===== config.mk =====
export PLATFORM = sky130hd
export DESIGN_NAME = sscnt_ctrl
export DESIGN_NICKNAME = d
export VERILOG_FILES = /design/src/design/sscnt_pkg.sv /design/src/design/sscnt_ctrl.sv
export SDC_FILE = /design/constraint.sdc
export NUM_CORES = 1
export LEC_CHECK = 0
export BUFFER_PORTS_ARGS = -buffer_cell sky130_fd_sc_hd__buf_2
export CAP_MARGIN = 20
export CORE_ASPECT_RATIO = 1.75
export CORE_MARGIN = 1.5
export CORE_UTILIZATION = 54
export DETAILED_ROUTE_END_ITERATION = 8
export MAX_ROUTING_LAYER = met4
export PLACE_DENSITY = 0.84
export SYNTH_ARGS = -nofsm -noshare
export SYNTH_HDL_FRONTEND = slang
export SYNTH_SLANG_ARGS = --single-unit

===== constraint.sdc =====
create_clock -name clk -period 4.7 [get_ports clk]
set_input_delay 0.47 -clock clk [delete_from_list [all_inputs] [get_ports clk]]
set_output_delay 0.47 -clock clk [all_outputs]
set_load 0.03 [all_outputs]

===== src/design/sscnt_pkg.sv =====
// ---------------------------------------------------------------------------
// sscnt_pkg
// Shared widths, constants and control types of the subset sum counter.
// ---------------------------------------------------------------------------
package sscnt_pkg;

  localparam int VALUE_W            = 16;
  localparam int TARGET_W           = 10;
  localparam int COUNT_W            = 63;
  localparam int MAX_TARGET_DEFAULT = 1023;

  localparam logic [COUNT_W-1:0] COUNT_MAX = {COUNT_W{1'b1}};

  typedef enum logic [1:0] {
    ST_IDLE,
    ST_WALK,
    ST_DRAIN,
    ST_FINISH
  } state_t;

  // control handed from the sequencer to the datapath
  typedef struct packed {
    logic start;      // item transfer this cycle
    logic reset_ovf;  // item starts a new set
    logic wr;         // update stage holds a valid entry
    logic clr;        // table contents read as freshly cleared
    logic use_b;      // entry s-value exists
    logic deliver;    // move the result to the output register
  } step_ctl_t;

endpackage


===== src/design/sscnt_ctrl.sv =====
// ---------------------------------------------------------------------------
// sscnt_ctrl
// Sequencer: walks the table from the top entry down to entry zero.
// ---------------------------------------------------------------------------
module sscnt_ctrl
  import sscnt_pkg::*;
#(
  parameter int MAX_TARGET = MAX_TARGET_DEFAULT,
  parameter int AW         = $clog2(MAX_TARGET + 1)
) (
  input  logic               clk,
  input  logic               rst,
  input  logic               in_valid,
  output logic               in_ready,
  input  logic [VALUE_W-1:0] value,
  input  logic               new_set,
  input  logic               out_free,
  output step_ctl_t          ctl,
  output logic [AW-1:0]      raddr_a,
  output logic [AW-1:0]      raddr_b,
  output logic [AW-1:0]      p_addr,
  output logic [AW-1:0]      p_addr_b
);

  state_t             state;
  state_t             state_next;
  logic [AW-1:0]      idx;
  logic [VALUE_W-1:0] val;
  logic               clr;
  logic               pending;
  logic               p_valid;
  logic               p_use_b;
  logic               issue;
  logic               start;
  logic               use_b;

  always_comb begin
    state_next = state;
    unique case (state)
      ST_IDLE:   if (start) state_next = ST_WALK;
      ST_WALK:   if (idx == '0) state_next = ST_DRAIN;
      ST_DRAIN:  state_next = ST_FINISH;
      ST_FINISH: if (out_free) state_next = ST_IDLE;
      default:   state_next = ST_IDLE;
    endcase
  end

  always_comb begin
    in_ready      = (state == ST_IDLE);
    start         = in_valid && in_ready;
    issue         = (state == ST_WALK);
    ctl.start     = start;
    ctl.reset_ovf = start && (new_set || pending);
    ctl.wr        = p_valid;
    ctl.clr       = clr;
    ctl.use_b     = p_use_b;
    ctl.deliver   = (state == ST_FINISH) && out_free;
  end

  assign use_b   = 32'(idx) >= 32'(val);
  assign raddr_a = idx;
  assign raddr_b = idx - val[AW-1:0];

  always_ff @(posedge clk) begin
    if (rst) begin
      state   <= ST_IDLE;
      pending <= 1'b1;   // table memory is not cleared: first item treats it as empty
      p_valid <= 1'b0;
    end else begin
      state   <= state_next;
      p_valid <= issue;
      if (start) begin
        pending <= 1'b0;
      end
    end
  end

  always_ff @(posedge clk) begin
    if (start) begin
      idx <= AW'(MAX_TARGET);
      val <= value;
      clr <= new_set || pending;
    end else if (issue) begin
      idx <= idx - AW'(1);
    end
    p_addr   <= idx;
    p_addr_b <= raddr_b;
    p_use_b  <= use_b;
  end

endmodule


# Word-level counts from Yosys, hierarchy flattened
# Cells that the tools add are included.
dict set report totals {
  mem_bits_ro 0
  mem_count 0
  latch_bits 0
  reg_bits 52
  output_inout_bits 47
  inputBits 21
  ram_bits 0
}
dict set report op_classes {
  mul 0
  addsub 2
  bitwise_logic 0
  div 0
  n_reduce_logical 7
  n_lt_le_gt_ge 1
  n_eq_ne 6
  n_shift 0
  n_mux 4
}
# cell n
set op_table {}
lappend op_table {{$ge A10 B16 Y1} 1}
lappend op_table {{$logic_not A10 Y1} 1}
lappend op_table {{$sub A10 B1 Y10 const B} 1}
lappend op_table {{$sub A10 B10 Y10} 1}
lappend op_table {{$pmux W2 S4} 1}
lappend op_table {{$mux W2} 3}
lappend op_table {{$eq A2 B2 Y1 const B} 2}
lappend op_table {{$ne A2 B1 Y1 const B} 2}
lappend op_table {{$logic_and A1 B1 Y1} 3}
lappend op_table {{$reduce_and A3 Y1} 1}
lappend op_table {{$eq A2 B1 Y1 const B} 1}
lappend op_table {{$logic_not A2 Y1} 1}
lappend op_table {{$ne A2 B2 Y1 const B} 1}
lappend op_table {{$logic_or A1 B1 Y1} 1}

# Logic depth before layout (Yosys ltp)
dict set report logic_depth {
  depth_word 4
  mapped_depth 8
  depth_no_buf 8
}

# Worst setup path before layout
# No wires, ideal clock.
dict set report synth_path {
  kind {register -> output}
  start {register idx[0] (netlist: raddr_a[0])}
  end {output port raddr_b[8]}
  path_slack_ns 1.704
  t_required_ns 4.230
  arrival_time_ns 2.526
  path_stages_with_launch 9
  cell_sequence {dfxtp_1 -> inv_1 -> ha_1 -> fa_1 -> nor2b_1 -> o21ai_1 -> a21boi_0 -> a21oi_1 -> xnor2_1}
}
dict set report synth_via {
  elab_chain_cells 1
}
# item line
set synth_lines {}
lappend synth_lines {{from (decl)} sscnt_ctrl.sv:27} ;# logic [AW-1:0] idx;
lappend synth_lines {{from (signal assigned)} sscnt_ctrl.sv:80} ;# idx <= AW'(MAX_TARGET);
lappend synth_lines {{from (signal assigned)} sscnt_ctrl.sv:84} ;# idx <= idx - AW'(1);
lappend synth_lines {{$sub A10 B10 Y10} sscnt_ctrl.sv:62} ;# assign raddr_b = idx - val[AW-1:0];
lappend synth_lines {{to (decl)} sscnt_ctrl.sv:20} ;# output logic [AW-1:0] raddr_b,
# No other way between the ends.

# Worst setup path after layout
# Same ends and word-level chain as after synthesis.

==> results.json <==
{
  "floorplan.initialDensity_pct": 55.7,
  "placement_rows": 30,
  "yosys_most_used_dff": "sky130_fd_sc_hd__dfxtp_1",
  "power.leakage_uw": 0.00117,
  "numPlacedInstances": 302,
  "proportion_of_register_bits_with_asynchronous_set_or_reset_after_synthesis_pct": 0,
  "final-hold-violation-count": 0,
  "syn-num-nets": 231,
  "drive_gt1_share_pct": 30.9,
  "synth-edff-count": 17,
  "part_of_the_total_power_dissipated_in_combinational_logic_pct": 45.5,
  "setup_violations": 0,
  "first_pass_grt_wire_length_um": 6440,
  "grtUsageTotal_pct": 20.5,
  "cts_buffers": 5,
  "worst_slew_pin_slew_ns": 0.689,
  "synth.cell_area_sq_mm": 0.00215,
  "number_of_instances_in_the_synthesized_netlist": 193,
  "globalRouteOverflowTotal": 0,
  "detailedRoute.firstIterationViolations": 27,
  "ys.warnings.count": 0,
  "clock_tree.root_cell": "sky130_fd_sc_hd__clkbuf_8",
  "detailroute.via_count": 1597,
  "route.detailed.drc": 0,
  "timing.setup.critical_path_class": "reg2out",
  "ir_worst_vdd_mv": 0.441,
  "syn_avg_cell_area_sq_um": 11.2,
  "die_area_sq_mm": 0.00439,
  "min_path_type": "in2reg",
  "post-layout-total-power_uw": 1590,
  "clk_transition_reported_paths_ns": 0.10,
  "synth.lib_cells_used.distinct": 42,
  "final_period_demand_of_the_worst_path_ns": 3.13,
  "post_cts_resized": 0,
  "antenna_violations_before_repair": 0,
  "critPathRequiredTime_ns": 4.23,
  "floorplan.core_area_sq_mm": 0.00387,
  "antenna_cells_inserted": 0,
  "cts.repair_timing.setup_buffer_count": 0,
  "fmax_ghz": 0.320,
  "grt_start_max_net_pins": 19,
  "holdBufCountCts": 0,
  "worst_setup_path_start_kind": "register",
  "clock-skew-final_ns": 0.0149,
  "slew-limit-headroom_pct": 54.0,
  "gp_congestion": 0.791,
  "clock_sinks": 52,
  "synth-seq-cells": 52,
  "cts_buffer_depth": 2,
  "drt-pass1-iter-count": 3,
  "hold_slack_ns": 0.331,
  "number_of_global_route_vias_before_repair": 1551,
  "insertion_delay_of_the_later_clocked_pin_in_the_worst_skew_pair_ns": 0.31,
  "worstSetupEndpointType": "output port",
  "power_per_cell_area_mw_per_mm2": 615,
  "fin_crit_sh_pct": 66.5,
  "die_h_um": 86.5,
  "highest_layer": "met4",
  "outcome": "finished, final reports clean",
  "seq_power_share_pct": 39.3,
  "detail_route.wirelength.met1_um": 1480,
  "wl_per_cell_um": 12.7,
  "swShare_pct": 42.7,
  "detailed_route_vias_per_instance": 5.15,
  "setup-tns-final_ns": 0,
  "critPathMaxFanout": 6,
  "sequential_share_of_the_synthesized_area_pct": 56.3,
  "pwr-share-clk_pct": 15.2,
  "final-max-slew-violation-count": 0,
  "final_cell_count_without_fillers": 310,
  "num_io_pins": 68,
  "met2WireLength_um": 2150,
  "drtAntennaViolNets": 0,
  "netSwitchingPower_uw": 680,
  "area.growth.synth_to_final_pct": 20.2,
  "die-width_um": 50.7,
  "setup_repair_after_global_routing_missed_its_margin": "no",
  "detailed_place_hpwl_um": 3040,
  "io_buffers": 67,
  "filler_cell_count": 343,
  "fin_nets": 299,
  "timing.critical_path.arrival_ns": 2.66,
  "max_cap_violations": 0,
  "cts_tree": "done",
  "htree_num_levels": 2,
  "wl_met3_um": 161,
  "total_wirelength_um": 3940,
  "p_int_uw": 911
}
## worst paths after layout
kind	startpoint	endpoint	slack, ns	cells after the start
setup / recovery	raddr_a[0]$_SDFFE_PP1P_	raddr_b[8]	1.57	9
hold / removal	value[8]	val[8]$_DFFE_PP_	0.33	1
setup reg to reg	raddr_a[0]$_SDFFE_PP1P_	p_addr_b[8]$_DFF_P_	2.49	8
hold reg to reg	raddr_a[0]$_SDFFE_PP1P_	p_addr[0]$_DFF_P_	0.43	0
## state kept, by name, summed over array words and instances, names as in the netlist
register / flops
pending: 1
p_valid: 1
p_addr: 10
p_use_b: 1
state: 2
p_addr_b: 10
val: 16
raddr_a: 10
clr: 1
## kinds of logic (layout without fill, tap and decap cells)
group / Yosys count / after routing / share of synthesized area, %
AOI/OAI and AO/OA: 26 / 26 / 7.38
buffers and inverters: 25 / 94 / 5.41
and+or+nand+nor: 61 / 61 / 15.8
xor gates and xnor gates: 11 / 11 / 4.48
adders and majority gates: 17 / 17 / 10.2
DFF: 52 / 52 / 56.3
muxes: 1 / 1 / 0.465
## cells in the final DEF (no fill, tap or decap), drive strengths merged, types with 7 or more instances in the layout
| cell type | count |
|---|---|
| o21ai | 8 |
| nand2 | 19 |
| edfxtp | 17 |
| xnor2 | 10 |
| inv | 20 |
| nor2 | 9 |
| buf | 67 |
| ha | 16 |
| nor2b | 7 |
| dfxtp | 35 |
| a21oi | 9 |
## through the flow
| stage | setup slack (ns) | area [sq um] | util [%] |
|---|---|---|---|
| 3_5_place_dp | 1.90 | 2500 | 64.7 |
| 6_report | 1.57 | 2590 | 66.9 |
| 3_3_place_gp | 2.00 | 2500 | 64.7 |
| 2_1_floorplan | 1.70 | 2150 | - |
| 5_1_grt | 1.35 | 2590 | 66.9 |
| 4_1_cts | 1.54 | 2590 | 66.9 |
## power groups by stage
stage          Combinational [uW]  Sequential [uW]  Clock, uW
2_1_floorplan                 438              749          0
4_1_cts                       730              626        252
3_3_place_gp                  713              631          0
5_1_grt                       787              639        268
6_report                      724              625        242
3_5_place_dp                  726              636          0
## cell type report
class | count | area (sq um) | area share [%]
clock buffers | 6 | 72.6 | 2.81
inverters | 19 | 71.3 | 2.76
flip-flops and latches | 52 | 1210 | 46.8
multi-input cells | 116 | 825 | 31.9
clock inverters | 2 | 11.3 | 0.435
repair buffers | 67 | 335 | 13.0
well taps | 48 | 60.1 | 2.32
## layer usage
layer	global-route usage, %	up-vias
met4	11.8	0
met3	3.62	13
met2	37.3	52
li1	-	789
met5	-	-
met1	19.5	743
## synthesized netlist by cell type, drive strengths merged, types with 4 or more instances
| cell type | number | area, sq um |
|---|---|---|
| dfxtp | 35 | 701 |
| nor2 | 9 | 33.8 |
| buf | 5 | 41.3 |
| xnor2 | 10 | 87.6 |
| edfxtp | 17 | 510 |
| ha | 16 | 200 |
| nor2b | 7 | 43.8 |
| and3 | 4 | 26.3 |
| a21oi | 9 | 45.0 |
| inv | 19 | 71.3 |
| nand2 | 19 | 71.3 |
| nor3 | 4 | 20.0 |
| o21ai | 8 | 40.0 |
| nand3 | 6 | 30.0 |
## critical path: stages, from the launching register on
cell,delay [ns]
sky130_fd_sc_hd__dfxtp_1,0.42
sky130_fd_sc_hd__inv_1,0.11
sky130_fd_sc_hd__ha_1,0.24
sky130_fd_sc_hd__fa_1,0.41
sky130_fd_sc_hd__nor2b_1,0.13
sky130_fd_sc_hd__o21ai_1,0.09
sky130_fd_sc_hd__a21boi_0,0.38
sky130_fd_sc_hd__a21oi_1,0.18
sky130_fd_sc_hd__xnor2_1,0.19
sky130_fd_sc_hd__buf_2,0.22
Note: power is estimated with default switching activity, not from simulation.
