==> config.mk <==
export PLATFORM = sky130hd
export DESIGN_NAME = sscnt_datapath
export DESIGN_NICKNAME = d
export VERILOG_FILES = /design/src/design/sscnt_pkg.sv /design/src/design/sscnt_datapath.sv
export SDC_FILE = /design/constraint.sdc
export NUM_CORES = 1
export LEC_CHECK = 0
export ABC_AREA = 0
export BUFFER_PORTS_ARGS = -buffer_cell sky130_fd_sc_hd__buf_2
export CAP_MARGIN = 15
export CORE_UTILIZATION = 40
export CTS_CLUSTER_DIAMETER = 120
export CTS_CLUSTER_SIZE = 20
export DETAILED_ROUTE_END_ITERATION = 12
export PLACE_DENSITY_LB_ADDON = 0.15
export SLEW_MARGIN = 20
export SYNTH_ARGS = -nofsm -noshare
export SYNTH_HDL_FRONTEND = slang
export SYNTH_SLANG_ARGS = --single-unit
export TNS_END_PERCENT = 20
==> constraint.sdc <==
create_clock -name clk -period 6.62 [get_ports clk]
set_clock_uncertainty 0.15 [all_clocks]
set_input_delay 1.324 -clock clk [delete_from_list [all_inputs] [get_ports clk]]
set_output_delay 1.324 -clock clk [all_outputs]
set_load 0.02 [all_outputs]
==> src/design/sscnt_pkg.sv <==
// ---------------------------------------------------------------------------
// sscnt_pkg
// Shared widths, constants and control types of the subset sum counter.
// ---------------------------------------------------------------------------
package sscnt_pkg;

  localparam int VALUE_W            = 16;
  localparam int TARGET_W           = 10;
  localparam int COUNT_W            = 63;
  localparam int MAX_TARGET_DEFAULT = 1023;

  localparam logic [COUNT_W-1:0] COUNT_MAX = {COUNT_W{1'b1}};

  typedef enum logic [1:0] {
    ST_IDLE,
    ST_WALK,
    ST_DRAIN,
    ST_FINISH
  } state_t;

  // control handed from the sequencer to the datapath
  typedef struct packed {
    logic start;      // item transfer this cycle
    logic reset_ovf;  // item starts a new set
    logic wr;         // update stage holds a valid entry
    logic clr;        // table contents read as freshly cleared
    logic use_b;      // entry s-value exists
    logic deliver;    // move the result to the output register
  } step_ctl_t;

endpackage

==> src/design/sscnt_datapath.sv <==
// ---------------------------------------------------------------------------
// sscnt_datapath
// Shared saturating adder, target capture, overflow flag, output register.
// ---------------------------------------------------------------------------
module sscnt_datapath
  import sscnt_pkg::*;
#(
  parameter int AW = 10
) (
  input  logic                clk,
  input  logic                rst,
  input  step_ctl_t           ctl,
  input  logic [AW-1:0]       p_addr,
  input  logic [AW-1:0]       p_addr_b,
  input  logic [TARGET_W-1:0] target_sum,
  input  logic [COUNT_W-1:0]  rd_a,
  input  logic [COUNT_W-1:0]  rd_b,
  output logic [COUNT_W-1:0]  wr_data,
  output logic                out_free,
  output logic                out_valid,
  input  logic                out_ready,
  output logic [COUNT_W-1:0]  subset_count,
  output logic                saturated
);

  logic [COUNT_W-1:0] opa;
  logic [COUNT_W-1:0] opb;
  logic [COUNT_W:0]   sum;
  logic               sat;
  logic [COUNT_W-1:0] result;
  logic               overflow_seen;

  // a cleared table holds one at entry zero only
  always_comb begin
    if (ctl.clr) begin
      opa = COUNT_W'(p_addr == '0);
    end else begin
      opa = rd_a;
    end
    if (!ctl.use_b) begin
      opb = '0;
    end else if (ctl.clr) begin
      opb = COUNT_W'(p_addr_b == '0);
    end else begin
      opb = rd_b;
    end
    sum     = {1'b0, opa} + {1'b0, opb};
    sat     = sum[COUNT_W];
    wr_data = sat ? COUNT_MAX : sum[COUNT_W-1:0];
  end

  assign out_free = !out_valid || out_ready;

  always_ff @(posedge clk) begin
    if (rst) begin
      overflow_seen <= 1'b0;
      out_valid     <= 1'b0;
    end else begin
      if (ctl.reset_ovf) begin
        overflow_seen <= 1'b0;
      end else if (ctl.wr && sat) begin
        overflow_seen <= 1'b1;
      end
      if (ctl.deliver) begin
        out_valid <= 1'b1;
      end else if (out_ready) begin
        out_valid <= 1'b0;
      end
    end
  end

  // a target beyond the table never matches and reports zero
  always_ff @(posedge clk) begin
    if (ctl.start) begin
      result <= '0;
    end else if (ctl.wr && (32'(target_sum) == 32'(p_addr))) begin
      result <= wr_data;
    end
    if (ctl.deliver) begin
      subset_count <= result;
      saturated    <= overflow_seen;
    end
  end

endmodule

After elaboration in Yosys (flattened, before gate mapping):

Index checks and enable logic that the tools add are counted.

* register bits after elaboration: 129

* $add $sub $neg: 1
* equality and inequality tests: 1
* multiplexer cells: 6
* reduce and logical (&&, ||, !) cells: 8

Operators with widths (number)
* 63-bit two-way mux: 4
* 63-bit by 63-bit adder with 64-bit output: 1
* 10-bit logical NOT: 2
* 10-bit equality test: 1
* 1-bit logical AND: 2
* 1-bit two-way mux: 2
* 2-bit nonzero test: 1
* 2-bit OR reduction: 1
* 1-bit logical NOT: 1
* 1-bit logical OR: 1

Longest topological paths before layout:

Gate-level depths: netlist of the first run.

* word-level depth: 5
* mapped depth: 18

Worst setup path before layout of the first run:

OpenSTA, ideal clock, no wires.

* kind: input to output
* start point: input ctl[2] (netlist name)
* end point: output wr_data[62]
* arrival: 4.504 ns
* data required time: 5.146 ns
* path slack: 0.642 ns
* stages on the path: 17
* path buffers: 1
* cells stage by stage: clkbuf_1 -> nor4b_1 -> nand3_1 -> o21ai_0 -> ha_1 -> inv_1 -> fa_1 -> nor2b_1 -> o31ai_1 -> a2111oi_2 -> o2111a_1 -> nor2_1 -> o311ai_4 -> a211oi_2 -> o21a_1 -> xor2_1 -> nand2_1

* word-level cells in the longest chain between the ends: 4

Ends and longest elaborated chain
* from (decl): line sscnt_datapath.sv:12 `input step_ctl_t ctl,`
* 63-bit two-way mux: line sscnt_datapath.sv:42 `end else if (ctl.clr) begin`
* 63-bit two-way mux: line sscnt_datapath.sv:40 `if (!ctl.use_b) begin`
* 63-bit by 63-bit adder with 64-bit output *: line sscnt_datapath.sv:47 `sum = {1'b0, opa} + {1'b0, opb};`
* 63-bit two-way mux *: line sscnt_datapath.sv:49 `wr_data = sat ? COUNT_MAX : sum[COUNT_W-1:0];`
* to (decl): line sscnt_datapath.sv:18 `output logic [COUNT_W-1:0] wr_data,`

Mark *: on every way between the ends. The rest lies on a longest branch, timed or not.

Worst setup path after layout of the first run:

* start point: input ctl[2] (netlist name)
* end point: output wr_data[57]

The elaborated chain is that of the path after synthesis.

==> results of run 1 <==
[metrics by stage]
| stage | total power, W | setup WS [ns] | util [%] | std cells | cell area, um^2 |
|---|---|---|---|---|---|
| floorplan | 0.00120 | 0.642 | - | 1131 | 9560 |
| global placement | 0.00142 | 0.198 | 49.2 | 1733 | 11600 |
| detailed placement | 0.00142 | 0.120 | 49.2 | 1733 | 11600 |
| CTS | 0.00239 | 0.0945 | 51.8 | 1765 | 12200 |
| global route | 0.00247 | 0.00244 | 52.0 | 1766 | 12200 |
| finish | 0.00238 | 0.193 | 52.0 | 1766 | 12200 |
[per-layer routing]
metal  part of all wire (%)  up-vias  routed length (um)
met5                      0        -                   0
met2                     46      335               13800
li1                       -     4622                   -
met4                    1.6        0                 488
met3                    5.0       31                1530
met1                     48     4252               14400
[cell usage in the layout (no fill, tap or decap), types with 5 or more instances in the layout]
| master | Yosys | routed |
|---|---|---|
| and2_1 | 66 | 65 |
| edfxtp_1 | 64 | 64 |
| buf_4 | 2 | 47 |
| inv_1 | 28 | 28 |
| clkbuf_16 | 0 | 17 |
| a31oi_1 | 8 | 8 |
| a211oi_1 | 7 | 7 |
| xor2_1 | 30 | 30 |
| nor2b_1 | 68 | 66 |
| a21oi_2 | 4 | 6 |
| a21oi_1 | 86 | 84 |
| nor4_1 | 8 | 8 |
| o21a_1 | 16 | 16 |
| o31ai_1 | 5 | 5 |
| nor3_1 | 94 | 93 |
| o21ai_0 | 34 | 34 |
| o21bai_1 | 21 | 21 |
| dfxtp_1 | 65 | 65 |
| buf_2 | 16 | 293 |
| nand4_1 | 22 | 22 |
| nand2_1 | 90 | 90 |
| a21o_1 | 20 | 20 |
| nand2b_1 | 42 | 42 |
| nor2_1 | 97 | 97 |
| o211ai_1 | 8 | 8 |
| ha_1 | 63 | 63 |
| nand3_1 | 13 | 13 |
| nand2_2 | 5 | 5 |
| xnor2_1 | 38 | 37 |
| o21ai_1 | 11 | 11 |
[cells by family after synthesis]
family	share of synthesized area, %
simple gates	28.2
compound gates	19.3
flops	33.7
buf+inv	4.06
xor+xnor	6.23
fa+ha+maj	8.45
mux	0.105
[worst reg2reg max path, stage by stage, from the launching register on]
cell	delay [ns]
dfxtp_1	0.31
o21bai_1	0.12
o21ba_2	0.17
[how the worst min path moves through the flow]
stage | endpoint | cells past startpoint
floorplan | subset_count[26] | 0
global placement | subset_count[48] | 0
detailed placement | subset_count[29] | 0
CTS | subset_count[0] | 0
global route | subset_count[5] | 0
finish | subset_count[0] | 0
[power groups by stage]
stage                     Clock [W]  Combinational [W]  Sequential, W
final                      0.000971           0.000554       0.000855
after global routing        0.00102           0.000602       0.000856
after detailed placement          0           0.000549       0.000873
after CTS                  0.000985           0.000553       0.000856
after global placement            0           0.000551       0.000873
after floorplan                   0           0.000313       0.000892
[state kept, by name, summed over array words and instances (netlist names)]
name,count
overflow_seen,1
result,63
subset_count,63
out_valid,1
saturated,1
[what timing repair did]
action                                  CTS  global route
endpoints found under the setup margin    0            13
setup buffers                             0             1
resized for setup                         0             7
[final cells by class]
cell class / count / area share [%]
Timing Repair Buffer: 344 / 15.4
Clock buffer: 18 / 3.52
Tap cell: 319 / 3.27
Sequential cell: 129 / 26.4
Clock inverter: 14 / 1.45
Inverter: 28 / 0.861
Multi-Input combinational cell: 914 / 49.1
==> metrics.md, run 1 <==
| Metric | Value |
|---|---|
| Number of filler cells placed in the layout | `~2.3k` |
| Most repeated cell in the gate-level netlist after synthesis | `nor2_1` |
| Setup violations, final | `0` |
| Wire length of the first global-routing pass | `46,700 um` |
| Run status | `finished, final reports clean` |
| Layer carrying the most global-route usage | `met2` |
| Combined flip-flop and latch cell area | `~3200 um^2` |
| Deepest clock path buffer count | `2` |
| Synth cell types | `74` |
| Number of buffers created by CTS | `17` |
| Number of maximum-capacitance constraint violations | `0` |
| Yosys top cell by area | `edfxtp_1` |
| Maximum number of pins on one net before global-route repair | `66` |
| Worst Max-Slew Pin Slew | `0.987 ns` |
| Number of vias after detailed routing | `9,240` |
| Count of antenna-violating nets left after detailed routing | `0` |
| Initial Utilization | `40.7%` |
| Main flop type after synthesis | `dfxtp_1` |
| Post-route clock period utilization | `between 90 and 100%` |
| Source-to-sink clock delay at the later pin of the worst-skew pair | `0.42 ns` |
| Area of the mapped netlist | `9560 um^2` |
| Slack of the worst reg-to-reg path | `5.76 ns` |
| Combinational group share of total power | `around a quarter` |
| Critical path depth | `16` |
| Logic depth of the worst register-to-register path | `2` |
| Number of synthesized flops with an enable pin | `64` |
| Max stage delay on crit path | `about 0.44 ns` |
| Die outline area | `24,500 um^2` |
| Total area of multi-input combinational cells | `between 5000 and 6000 um^2` |
| GR Util met2 | `between 30% and 40%` |
| Cell breakdown of the critical path | `buf_2, nor2b_4, buf_12, and2_1, ha_1, o21ai_0, o21ai_1, o41a_1, and2_1, o31ai_2, a21oi_1, o31ai_2, o21ai_0, xnor2_1, nand2_1, buf_2` |
| Cell with the biggest individual delay on the critical path | `o41a_1` |
| Launching instance or port of the critical path | `ctl[2]` |
| Post-synth net total | `approximately 1.4k` |
| Cell-internal power | `0.00166 W` |
| Worst max-slew margin expressed relative to the limit | `34.2%` |
| Drt via density | `5.23` |
| Classification of the worst setup path | `in -> out` |
| Hold slack | `0.274 ns` |
| Top post-synthesis cells by count | `nor2_1, nor3_1, nand2_1` |
| Final-report max-slew violation count | `0` |
| Drt first-iter violations | `478` |
| Achievable frequency | `0.156 GHz` |
| Root buffer cell | `clkbuf_16` |
| Floorplan Core Area | `~23,000 um^2` |
| Setup crit end | `wr_data[57]` |
| Largest fanout of any net on the critical path | `24` |
| Net switching power | `just over 0.0007 W` |
| Vias in the first global route | `a little under 9k` |
| Height of the die | `about 160 um` |
| Capture instance of the worst register-to-register path | `result[3]` |
| Time the worst path needs with I/O delays and setup | `6.43 ns` |
| Launch instance of the worst min-delay path | `result[0]` |
| Overall global routing resource usage | `24.5%` |
| Post-CTS Hold Buffers | `0` |
| Gate Count Post-Synth | `1,131` |
| Warning count from the yosys run | `0` |
| Post-synthesis sequential area ratio | `about a third` |
| Power per Cell Area | `195 nW/um^2` |
| Growth of design area from synthesis to finish | `27.6%` |
| GR met3 Demand/Resource | `2.96%` |
| Routed length per instance | `17.1 um` |
| # nets final | `1,663` |
| Top cells by area in the synthesized netlist | `edfxtp_1, dfxtp_1, ha_1` |
| Switching share of power | `30.2%` |
| Number of buffers added on ports | `293` |
| Static Leakage | `5.71 nW` |
| DRC violations left | `0` |
| Type of the most critical hold path | `reg -> reg` |
| Number of cell rows | `56` |
| Share of the synthesized area in the top cell type | `20.1%` |
| Fraction of final layout cells sized beyond drive strength 1 | `~30%` |
| Congestion Overflow GR | `0` |
| Final estimated routing congestion in global placement | `0.908` |
| Drt total wl | `30,300 um` |
| Initial antenna violation count | `0` |
| Arrival time at the worst endpoint | `4.95 ns` |
| Crit path capture type | `output pin` |
| Startpoint types | `input port` |
| Total negative slack | `0 ns` |
| Horiz. Die Dim | `157 um` |
| Final antenna diode count | `0` |
| CTS tree | `yes` |
| Gate family responsible for the most delay along the worst path | `compound AO/OA/AOI/OAI gates` |
| Endpoints failing hold | `0` |
| CTS clock-pin slew for the worst setup and hold paths | `0.06 ns` |
| Reg2Reg Launch Point | `result[3]` |
| DP HPWL | `between 20,000 and 25,000 um` |
| Unrepaired setup endpoints after global routing | `false` |
| Maximum VDD drop | `0.000193 V` |
| Met1 global-route usage | `between 30% and 40%` |
| Synth Register Bits | `129` |
| Clock share of power | `40.8%` |
| # H-tree levels | `4` |
| Drt first pass iters | `7` |
| WP buf/inv | `3` |
| Required time of the critical path | `5.15 ns` |
| Post-Syn Area per Cell | `between 8 and 9 um^2` |
| Sinks on the clock net | `between 100 and 150` |
| Fraction of synthesis flops using an asynchronous set or reset pin | `0%` |
| Part of the power in registers | `about 36%` |
| I/O pin total | `294` |
(Power assumes the default switching activity.)
==> run 2, diff against run 1 <==
clock period = 7.8 ns   (was 6.62 ns; I/O delays follow)
==> run 2 against run 1 <==
Combinational power decreased by 18%; clock power decreased by 22%; via count decreased by 1.9%; first-iteration DRC count increased by 4.6%; hold slack improved by 0.0035 ns; flip-flop and latch count unchanged; die area unchanged; critical endpoint is now wr_data[62].
==> metrics.md, run 2 (synthesized netlist as in run 1, its figures left out) <==
| Metric | Value |
|---|---|
| Time the worst path needs with I/O delays and setup | `7.21 ns` |
| Number of buffers added on ports | `293 (unchanged)` |
| Die outline area | `24,500 um^2 (unchanged)` |
| Number of placed instances with taps included | `1,696 (-2.1%)` |
| # nets final | `1,625 (-2.3%)` |
| Drt first pass iters | `5 (-2)` |
| Number of vias after detailed routing | `9,067 (-1.9%)` |
| Source-to-sink clock delay at the later pin of the worst-skew pair | `0.42 ns (about the same)` |
| Startpoint types | `input port` |
| Worst Max-Slew Pin Slew | `1.02 ns (+0.0367 ns)` |
| Number of cell rows | `56 (unchanged)` |
| Routed length per instance | `17.4 um (+1.7%)` |
| Net switching power | `0.000603 W (-16%)` |
| Power per Cell Area | `163 nW/um^2 (-16%)` |
| Final-report max-slew violation count | `0 (unchanged)` |
| Initial antenna violation count | `1 (+1)` |
| I/O pin total | `294 (unchanged)` |
| Arrival time at the worst endpoint | `5.50 ns (+0.55 ns)` |
| Maximum VDD drop | `0.000134 V (-31%)` |
| Drt first-iter violations | `500 (+4.6%)` |
| Number of buffers created by CTS | `17 (unchanged)` |
| Sinks on the clock net | `129 (unchanged)` |
| Growth of design area from synthesis to finish | `23.7%` |
| Cells resized by post-CTS repair | `0 (unchanged)` |
| Endpoints failing hold | `0 (unchanged)` |
| Number of maximum-capacitance constraint violations | `0 (unchanged)` |
| Clock share of power | `39.0% (-1.8 points)` |
| # H-tree levels | `4 (unchanged)` |
| Initial Utilization | `40.7% (unchanged)` |
| Deepest clock path buffer count | `2 (unchanged)` |
| Most used cells in the layout excluding fill and tap cells | `buf_2, nor2_1, nor3_1, nand2_1, a21oi_1` |
| Non-filler instance count after layout | `1,728 (-2.2%)` |
| Drt via density | `5.25 (+0.29%)` |
| Floorplan Core Area | `23,500 um^2 (unchanged)` |
| Setup violations, final | `0 (unchanged)` |
| DP HPWL | `23,400 um (-2.4%)` |
| Fraction of final layout cells sized beyond drive strength 1 | `27.0% (-2.2 points)` |
| DRC violations left | `0 (unchanged)` |
| Count of antenna-violating nets left after detailed routing | `0 (unchanged)` |
| Unrepaired setup endpoints after global routing | `false` |
| Switching share of power | `31.2% (+0.99 points)` |
| Overall global routing resource usage | `24.6% (+0.054 points)` |
| Hold slack | `0.278 ns (+0.00354 ns)` |
| Vias in the first global route | `8,735 (-0.26%)` |
| Final standard cell utilization of the core | `50.4% (-1.6 points)` |
| Drt total wl | `30,100 um (-0.45%)` |
| Post-CTS Setup Repair Bufs | `0 (unchanged)` |
| CTS tree | `yes` |
| Static Leakage | `5.48 nW (-3.9%)` |
| Largest registers in the final layout | `result: 63 flops, subset_count: 63 flops` |
| Total negative slack | `0 ns (unchanged)` |
| Horiz. Die Dim | `157 um (unchanged)` |
| Largest fanout of any net on the critical path | `4 (-83%)` |
| Height of the die | `157 um (unchanged)` |
| Crit path capture type | `output pin` |
| CTS clock-pin slew for the worst setup and hold paths | `0.06 ns (about the same)` |
| Combinational group share of total power | `23.4% (about the same)` |
| Classification of the worst setup path | `in -> out` |
| Leading cell type in the layout, fill and taps excluded | `buf_2` |
| Type of the most critical hold path | `reg -> reg` |
| Post-route clock period utilization | `approximately 90%` |
| Worst max-slew margin expressed relative to the limit | `31.7% (-2.4 points)` |
| Post-CTS Hold Buffers | `0 (unchanged)` |
| Run status | `finished, final reports clean` |
| Maximum number of pins on one net before global-route repair | `66 (unchanged)` |
| Achievable frequency | `0.139 GHz` |
| Congestion Overflow GR | `0 (unchanged)` |
| Required time of the critical path | `6.09 ns (+0.94 ns)` |
| Wire length of the first global-routing pass | `46,800 um (+0.21%)` |
| Final antenna diode count | `0 (unchanged)` |
| Final estimated routing congestion in global placement | `0.883 (-2.7%)` |
| Part of the power in registers | `37.6% (+1.7 points)` |
| Cell-internal power | `0.00133 W (-20%)` |
| Root buffer cell | `clkbuf_16` |
## run 2: final timing paths
kind,startpoint,end,slack (ns),cells after the start
max,p_addr_b[4],wr_data[62],0.59,17
min,result[15],subset_count[15],0.28,0
max reg2reg,result[3],result[3],6.92,2
min reg2reg,result[15],subset_count[15],0.28,0
## run 2: final cells by class
class | count | area, um^2
Clock buffer | 18 | 429
Clock inverter | 14 | 130
Fill cell | 2363 | 11600
Inverter | 28 | 105
Multi-Input combinational cell | 914 | 5960
Sequential cell | 129 | 3220
Tap cell | 319 | 399
Timing Repair Buffer | 306 | 1580
## run 2: routing by layer
metal  vias to the layer above  global-route usage [%]  share of wire, %
met5                         -                       0                 0
met4                         0                    6.07               1.3
met3                        27                    3.57               5.8
met2                       325                    40.6                46
met1                      4164                    33.6                47
li1                       4551                       -                 -
## run 2: through the flow
step	total power [W]	worst slack [ns]	instance area, um^2
after floorplan	0.00102	1.35	9560
after global placement	0.00119	0.615	11300
after detailed placement	0.00119	0.556	11300
after CTS	0.00195	0.551	11800
after global routing	0.00202	0.298	11800
final	0.00193	0.586	11800
## run 2: worst max-delay path: stages
cell and delay, ns:
buf_2 0.11, nor4_1 0.38, a32o_1 0.22, ha_1 0.19, inv_1 0.07, fa_1 0.38, nor2b_1 0.25, o31ai_1 0.15
a2111oi_2 0.54, o2111a_1 0.31, nor2_1 0.13, o311ai_4 0.41, a211oi_2 0.16, o21a_1 0.24, xor2_1 0.15, nand2_1 0.09
buf_2 0.17
## run 2: power groups by stage
stage                     Sequential, W  Clock, W  Combinational (W)
after CTS                      0.000726  0.000766           0.000454
after global routing           0.000727  0.000798           0.000493
after global placement         0.000741         0           0.000453
after floorplan                0.000757         0           0.000266
final                          0.000726  0.000754           0.000453
after detailed placement       0.000741         0           0.000451
==> run 3, diff against run 2 <==
CORE_UTILIZATION = 55   (was 40)
CTS_CLUSTER_SIZE = 14   (was 20)
==> run 3 against run 2 <==
First-iteration DRC count rose by 56%; largest power group unchanged; die area down 27%; non-clock buffer count decreased by 3; design area fell by 0.74%; highest routed layer unchanged; register-to-register slack lost 0.05 ns; setup slack better by 0.039 ns; utilization grew 20 points.
==> metrics.md, run 3 (synthesized netlist as in run 1, its figures left out) <==
| Metric | Value |
|---|---|
| Largest registers in the final layout | `result: 63 flops, subset_count: 63 flops` |
| Logic depth of the worst register-to-register path | `2 (unchanged)` |
| Required time of the critical path | `6.09 ns (about the same)` |
| WL met2 | `13,700 um (-1.0%)` |
| Cells resized by post-CTS repair | `0 (unchanged)` |
| Setup violations, final | `0 (unchanged)` |
| Worst max-slew margin expressed relative to the limit | `31.2% (-0.54 points)` |
| Post-route clock period utilization | `92.0% (-0.50 points)` |
| Congestion Overflow GR | `0 (unchanged)` |
| Vias in the first global route | `8,767 (+0.37%)` |
| Classification of the worst setup path | `in -> out` |
| Startpoint types | `input port` |
| Growth of design area from synthesis to finish | `22.8%` |
| Drt first pass iters | `6 (+1)` |
| Count of antenna-violating nets left after detailed routing | `0 (unchanged)` |
| Cell with the biggest individual delay on the critical path | `o41ai_4` |
| WP buf/inv | `3 (unchanged)` |
| # H-tree levels | `4 (unchanged)` |
| DRC violations left | `0 (unchanged)` |
| Post-CTS Hold Buffers | `0 (unchanged)` |
| Die outline area | `17,900 um^2 (-27%)` |
| Final-report max-slew violation count | `0 (unchanged)` |
| Combined flip-flop and latch cell area | `3220 um^2 (unchanged)` |
| Drt total wl | `29,800 um (-1.1%)` |
| Final antenna diode count | `0 (unchanged)` |
| Capture instance of the worst register-to-register path | `result[45]` |
| Power per Cell Area | `171 nW/um^2 (+4.5%)` |
| Largest fanout of any net on the critical path | `6 (+2)` |
| Source-to-sink clock delay at the later pin of the worst-skew pair | `0.42 ns (about the same)` |
| Crit path capture type | `output pin` |
| Leading cell type in the layout, fill and taps excluded | `buf_2` |
| # nets final | `1,622 (-0.18%)` |
| I/O pin total | `294 (unchanged)` |
| Maximum number of pins on one net before global-route repair | `66 (unchanged)` |
| Maximum VDD drop | `0.000154 V (+15%)` |
| Arrival time at the worst endpoint | `5.47 ns (-0.03 ns)` |
| Drt first-iter violations | `780 (+56%)` |
| Horiz. Die Dim | `134 um (-15%)` |
| Worst Max-Slew Pin Slew | `1.03 ns (+0.00809 ns)` |
| Launch instance of the worst min-delay path | `result[35]` |
| CTS tree | `yes` |
| Time the worst path needs with I/O delays and setup | `7.18 ns (-0.0388 ns)` |
| DP HPWL | `22,600 um (-3.2%)` |
| Static Leakage | `5.49 nW (+0.11%)` |
| Run status | `finished, final reports clean` |
| Routed length per instance | `18.3 um (+5.1%)` |
| Number of buffers added on ports | `293 (unchanged)` |
| Hold slack | `0.267 ns (-0.0103 ns)` |
| Most numerous cell on the critical path | `buf_2` |
| Unrepaired setup endpoints after global routing | `false` |
| Wire length of the first global-routing pass | `46,100 um (-1.4%)` |
| Fraction of final layout cells sized beyond drive strength 1 | `26.9% (-0.085 points)` |
| Most used cells in the layout excluding fill and tap cells | `buf_2, nor2_1, nor3_1, nand2_1, a21oi_1` |
| Uppermost signal routing layer after detailed routing | `met4` |
| Sinks on the clock net | `129 (unchanged)` |
| Number of vias after detailed routing | `9,465 (+4.4%)` |
| Floorplan Core Area | `16,800 um^2 (-29%)` |
| Max stage delay on crit path | `0.62 ns (+0.08 ns)` |
| Achievable frequency | `0.139 GHz (+0.54%)` |
| Gate family responsible for the most delay along the worst path | `compound AO/OA/AOI/OAI gates` |
| Cell breakdown of the critical path | `buf_2, nor4b_1, nand3_1, o21ai_0, ha_1, inv_1, fa_1, nor2b_1, o31a_1, o21ai_2, o21ai_4, nand4_4, o41ai_4, a2111oi_2, nor2_1, xnor2_1, nand2_1, buf_2` |
| CTS clock-pin slew for the worst setup and hold paths | `0.06 ns (about the same)` |
| Root buffer cell | `clkbuf_16` |
| Final estimated routing congestion in global placement | `0.921 (+4.3%)` |
| Total negative slack | `0 ns (unchanged)` |
| Slack of the worst reg-to-reg path | `6.87 ns (-0.05 ns)` |
| Overall global routing resource usage | `32.9% (+8.3 points)` |
| Initial antenna violation count | `0 (-1)` |
| Met3 Routed Length | `2210 um (+27%)` |
| Height of the die | `134 um (-15%)` |
| Drt via density | `5.82 (+11%)` |
| Total area of multi-input combinational cells | `5960 um^2 (unchanged)` |
| Type of the most critical hold path | `reg -> reg` |
| Post-CTS Setup Repair Bufs | `0 (unchanged)` |
| Number of maximum-capacitance constraint violations | `0 (unchanged)` |
| Number of cell rows | `47 (-16%)` |
| Routed metal-1 wirelength | `13,400 um (-5.2%)` |
| Endpoints failing hold | `0 (unchanged)` |
| Number of filler cells placed in the layout | `1,410 (-40%)` |
| Reg2Reg Launch Point | `result[45]` |
| Hold EP | `subset_count[35]` |
| Number of buffers created by CTS | `17 (unchanged)` |
| Initial Utilization | `57.0% (+16 points)` |
| Worst Hold Path Cells | `0 (unchanged)` |
| Deepest clock path buffer count | `2 (unchanged)` |
run 3: worst max-delay path by stage:
stage | slack, ns | cells after the start | start | endpoint
2_1_floorplan | 1.35 | 17 | ctl[2] | wr_data[62]
3_3_place_gp | 0.73 | 18 | ctl[2] | wr_data[60]
3_5_place_dp | 0.72 | 17 | p_addr[0] | wr_data[58]
4_1_cts | 0.68 | 18 | ctl[2] | wr_data[60]
5_1_grt | 0.43 | 18 | ctl[2] | wr_data[60]
6_report | 0.62 | 18 | ctl[2] | wr_data[60]
run 3: layout make-up:
type                    instances  area share [%]
clock buffers                  18            3.74
clock inverters                14            1.42
inverters                      28           0.895
multi-input cells             914            50.8
flip-flops and latches        129            27.5
well taps                     220            2.34
repair buffers                303            13.3
run 3: metal layers:
layer	GRT usage [%]	up-vias
li1	-	4549
met1	46.0	4422
met2	53.3	459
met3	4.61	35
met4	8.46	0
met5	0	-
run 3: worst register-to-register path, delay by kind of cell, from the launching register on:
family          cells  cell delay [ns]
flops               1             0.32
compound gates      1             0.30
simple gates        1             0.06
run 3: power by group:
group          total (W)  switching [W]  internal, W
registers       0.000727     0.00000473     0.000722
logic           0.000453       0.000288     0.000165
clock network   0.000824       0.000334     0.000490
total            0.00200       0.000627      0.00138
run 3: through the flow:
| stage | worst slack [ns] | cells | cell area [um^2] | utilization (%) | power, W |
|---|---|---|---|---|---|
| floorplan | 1.35 | 1131 | 9560 | - | 0.00102 |
| global placement | 0.727 | 1594 | 11100 | 66.4 | 0.00119 |
| detailed placement | 0.715 | 1594 | 11100 | 66.4 | 0.00119 |
| CTS | 0.683 | 1626 | 11700 | 70.0 | 0.00200 |
| global route | 0.435 | 1626 | 11700 | 70.0 | 0.00207 |
| finish | 0.624 | 1626 | 11700 | 70.0 | 0.00200 |
